===== src/rtl/core/pso_pkg.sv =====
// Shared types and constants for the particle swarm update pipeline.
// Used by the pull unit, the top level and the testbench.
package pso_pkg;

  // Gains are unsigned Q4.12, random fractions unsigned Q0.16
  localparam int GAIN_BITS      = 16;
  localparam int GAIN_FRAC_BITS = 12;
  localparam int RAND_BITS      = 16;

  localparam logic [GAIN_BITS-1:0] GAIN_RESET = 16'd8192;

  localparam int CFG_INDEX_BITS = 2;
  localparam int CFG_DATA_BITS  = 16;

  // Register stages from request to result register
  localparam int STAGES = 7;

  typedef enum logic [CFG_INDEX_BITS-1:0] {
    CFG_GAIN_PERSONAL = 2'd0,
    CFG_GAIN_GLOBAL   = 2'd1
  } cfg_reg_t;

  typedef enum logic [1:0] {
    HIT_NONE  = 2'd0,
    HIT_UPPER = 2'd1,
    HIT_LOWER = 2'd2
  } hit_t;

endpackage


===== src/rtl/core/pso_pull.sv =====
// One pull term: registered product of difference and Q4.12 coefficient,
// then floor shift by the gain fraction and saturation. Uses pso_pkg.
module pso_pull #(
  parameter int DATA_BITS = 32
) (
  input  logic                                 clk,
  input  logic                                 load,
  input  logic signed [DATA_BITS-1:0]          diff,
  input  logic [pso_pkg::GAIN_BITS-1:0]        coef,
  output logic signed [DATA_BITS-1:0]          pull
);

  localparam int PW = DATA_BITS + pso_pkg::GAIN_BITS + 1;
  localparam int QW = PW - pso_pkg::GAIN_FRAC_BITS;

  logic signed [PW-1:0] prod_r;
  logic signed [QW-1:0] quot;
  logic [QW-DATA_BITS:0] top_bits;

  always_ff @(posedge clk) begin
    if (load) begin
      prod_r <= diff * $signed({1'b0, coef});
    end
  end

  // Dropping the low bits of a signed product is a floor division
  assign quot     = prod_r[PW-1:pso_pkg::GAIN_FRAC_BITS];
  assign top_bits = quot[QW-1:DATA_BITS-1];

  always_comb begin
    if ((&top_bits) || !(|top_bits)) begin
      pull = quot[DATA_BITS-1:0];
    end else if (quot[QW-1]) begin
      pull = {1'b1, {(DATA_BITS-1){1'b0}}};
    end else begin
      pull = {1'b0, {(DATA_BITS-1){1'b1}}};
    end
  end

endmodule


===== config.mk =====
export PLATFORM = sky130hd
export DESIGN_NAME = pso_pull
export DESIGN_NICKNAME = d
export VERILOG_FILES = /design/src/rtl/core/pso_pkg.sv /design/src/rtl/core/pso_pull.sv
export SDC_FILE = /design/constraint.sdc
export NUM_CORES = 1
export LEC_CHECK = 0
export BUFFER_PORTS_ARGS = -buffer_cell sky130_fd_sc_hd__buf_2
export CORE_ASPECT_RATIO = 1.1
export CORE_MARGIN = 4
export CORE_UTILIZATION = 45
export DETAILED_ROUTE_END_ITERATION = 6
export PLACE_DENSITY = 0.66
export RECOVER_POWER = 25
export SLEW_MARGIN = 20
export SYNTH_ARGS = -nofsm -noshare
export SYNTH_HDL_FRONTEND = slang
export SYNTH_SLANG_ARGS = --single-unit

===== constraint.sdc =====
create_clock -name clk -period 6.84 [get_ports clk]
set_input_delay 0 -clock clk [delete_from_list [all_inputs] [get_ports clk]]
set_output_delay 0 -clock clk [all_outputs]
set_load 0.01 [all_outputs]

-- Word-level counts from Yosys, hierarchy flattened
Cells that the tools add are included.
- register bits: 49
- bits of input ports: 50
- logic and storage cells: 8
- multipliers: 1
- muxes and demuxes: 2
- reduce and logical (&&, ||, !) cells: 4
- operators with widths (cell ; number):
    $mux 32 ; 2
    $mul 32x17->49 ; 1
    $reduce_and 6->1 ; 1
    $reduce_or 6->1 ; 1
    $logic_not 1->1 ; 1
    $logic_or 1x1->1 ; 1

-- Logic depth before layout (Yosys ltp)
- word-level depth: 4
- mapped depth: 25
- depth with buffers taken out: 24

-- Worst setup path after synthesis
OpenSTA, ideal clock, no wires.
- path kind: input-to-reg
- start: input port coef[8] in the netlist's numbering
- end: register prod_r[47] (data pin)
- setup time: 150 ps
- arrival: 5661 ps
- required time: 6690 ps
- path slack: 1029 ps
- stages: 22
- buffers on the path: 1
- path through: clkbuf_1 > nand2_1 > fa_1 > inv_1 > fa_1 > inv_1 > fa_1 > inv_1 > fa_1 > fa_1 > inv_1 > fa_1 > inv_1 > ha_1 > a21o_1 > a21o_1 > a221o_1 > o21ai_4 > a31oi_4 > or3_4 > a2111o_1 > o211ai_2
- longest elaborated chain between the ends: 1
- RTL lines (element ; RTL line ; text):
    start: declaration ; pso_pull.sv:9 ; input logic [pso_pkg::GAIN_BITS-1:0] coef,
    $mul 32x17->49 ; pso_pull.sv:22 ; prod_r <= diff * $signed({1'b0, coef});
    end signal: assignment ; pso_pull.sv:22 ;
    end: declaration ; pso_pull.sv:16 ; logic signed [PW-1:0] prod_r;
Every way passes these cells.
A chain may end at the register's enable or synchronous reset.

-- Worst setup path after layout
- start: input port coef[2] in the netlist's numbering
- end: register prod_r[38] (data pin)
Same word-level chain as after synthesis.

==> results.toml <==
[outcome]
status = "finished with violations"
violations = "capacitance limit, slew limit"

[sta]
slew_headroom = -0.508
fin_setup_tns_ns = 0
fmax_mhz = 157
rsz0062_at_grt = "no"
min_period_ns = 6.36
setup_viol = 0
slew_viol_final = 38
worst_pin_slew_ns = 2.26
fin_crit_sh = 0.929
hold_viol = 0

[synthesis]
async_flop_share = 0
synth_largest_area_cell = "fa_1"
yosysSeqAreaShare = 0.0582
ys_types = 53
syn_area_per_cell_um2 = 9.16
synth_top_area_frac = 0.511
syn_area_um2 = 19100
yosys_most_used_dff = "edfxtp_1"
ys_top_cells_by_area = "fa_1 (51%), inv_1 (11%), ha_1 (7.5%)"
ys_seq_elements = 37
synth-edff-count = 37
synthCells = 2084
yosysWarningCount = 0
syn_nets = 2736

[detailed_routing]
wl_per_cell_um = 17.7
ant_nets = 0
firstDrtPassIters = 7
vias_per_cell = 5.10
dr_total_vias = 13600
drc_errors = 0
drtIter0Drc = 692
drt-total-wl_um = 47200

[clocking]
h-tree-depth = 2
clk_pin_slew_ns = 0.06
cts.path.max_buffers = 2
cts_buffers = 5
cts_tree = "yes"
clockRootBuffer = "clkbuf_16"
cts_hold_buf = 0
post-cts-setup-buffers = 0
cts_sinks = 37
cts-resized-gates = 0

[final_layout]
drive_above_1_share = 0.0580
final_cell_mix = "inv_1 (572), fa_1 (487), nand2_1 (311)"
largest-register = "prod_r"
final_common_cell = "inv_1"
largest_reg_flops = 37
fill_cells = 3942
reg_top3 = "prod_r x37"
syn_to_final_growth_pct = 5.60
nets = 2755

[global_routing]
antenna_found_initial = 4
grt_pass1_wl_um = 80100
grt_pass1_vias = 15500
grt_max_degree = 38
grt_usage = 0.221
grt_overflow_total = 0

[worst_setup_path]
cp.required_ns = 6.88
cpPeakStageDelay_ns = 0.59
cp_cell_sequence = "buf_2 -> nand2_1 -> fa_1 -> fa_1 -> fa_1 -> inv_1 -> ha_1 -> fa_1 -> fa_1 -> ha_1 -> a211oi_2 -> o41ai_2 -> buf_4 -> o221ai_1 -> o22ai_2 -> a41oi_2 -> o21ai_2 -> a221o_1 -> a21oi_1 -> xnor2_1"
crit_type = "in2reg"
slowest_stage = "buf_2"
cp_max_fo = 32
end_kind = "flop"
critPathMostFrequentCell = "fa_1"
worstPathArrival_ns = 6.40
start_kind = "input pin"

[floorplan]
die_h_um = 224
coreArea_um2 = 41600
die_x_um = 204
row_count = 78
ios = 82
start_util = 0.459
fp.dieArea_um2 = 45800

[flow_run]
cap_viol_max_count = 1

[placement]
hpwl_um = 39400
gp_congestion = 0.865
port_buffers = 81

[worst_hold_path]
min_path_type = "reg2out"
area by class of cell:
type / count / area (µm²) / share of cell area
Multi-Input combinational cell: 1386 / 15500 / 0.769
Inverter: 572 / 2150 / 0.106
Sequential cell: 37 / 1110 / 0.0551
Tap cell: 560 / 701 / 0.0348
Timing Repair Buffer: 101 / 554 / 0.0275
Clock buffer: 6 / 129 / 0.00639
Clock inverter: 1 / 8.76 / 0.000434
Antenna cell: 2 / 5.00 / 0.000248
kinds of logic (layout without fill, tap and decap cells):
family          Yosys count  after routing  synth area share
compound gates          137            137            0.0509
xor+xnor                 42             42            0.0193
fa+ha+maj               602            602             0.586
buf+inv                 661            680             0.130
flops                    37             37            0.0582
mux                       1              1          0.000524
other cells               0              2                 0
simple gates            604            604             0.155
metal layers:
| layer | track usage | vias to the layer above | share of wire |
|---|---|---|---|
| met5 | 0 | - | 0.00085 |
| met4 | 0.0852 | 6 | 0.051 |
| met3 | 0.0274 | 125 | 0.042 |
| met2 | 0.400 | 365 | 0.52 |
| met1 | 0.269 | 7064 | 0.39 |
| li1 | - | 6031 | - |
Yosys cell counts, types with 6 or more instances:
library cell,n
xor2_1,16
nand2_1,311
nand3_1,6
nor2_1,23
edfxtp_1,37
a31oi_1,7
ha_1,115
and2_1,229
xnor2_1,26
and3_1,6
inv_1,572
o21ai_0,7
clkbuf_1,89
a21oi_1,35
o21ai_1,9
a21o_1,45
fa_1,487
per-stage QoR:
stage / cell area, µm² / hold slack (ns) / util / setup WS [ns] / instances
3_3_place_gp: 20000 / 0.506 / 0.482 / 0.273 / 2656
5_1_grt: 20200 / 0.863 / 0.485 / 0.216 / 2663
3_5_place_dp: 20000 / 0.510 / 0.482 / 0.166 / 2656
2_1_floorplan: 19100 / 0.112 / - / 1.03 / 2084
6_report: 20200 / 0.833 / 0.485 / 0.485 / 2665
4_1_cts: 20200 / 0.427 / 0.485 / 0.451 / 2663
critical path, delay by kind of cell:
family | cells | cell delay [ns]
xor gates and xnor gates | 1 | 0.08
and+or+nand+nor | 1 | 0.20
adders and majority gates | 7 | 3.09
buffers and inverters | 3 | 0.77
AOI/OAI and AO/OA | 8 | 2.23
path summary, 6_finish.rpt:
check	startpoint	endpoint	slack (ns)	cells past startpoint
max	coef[2]	prod_r[38]$_DFFE_PP_	0.48	20
min	prod_r[18]$_DFFE_PP_	pull[6]	0.83	2
Power is not shown: default switching activity piles up to over one toggle a cycle in this logic, so the estimate is an artifact.
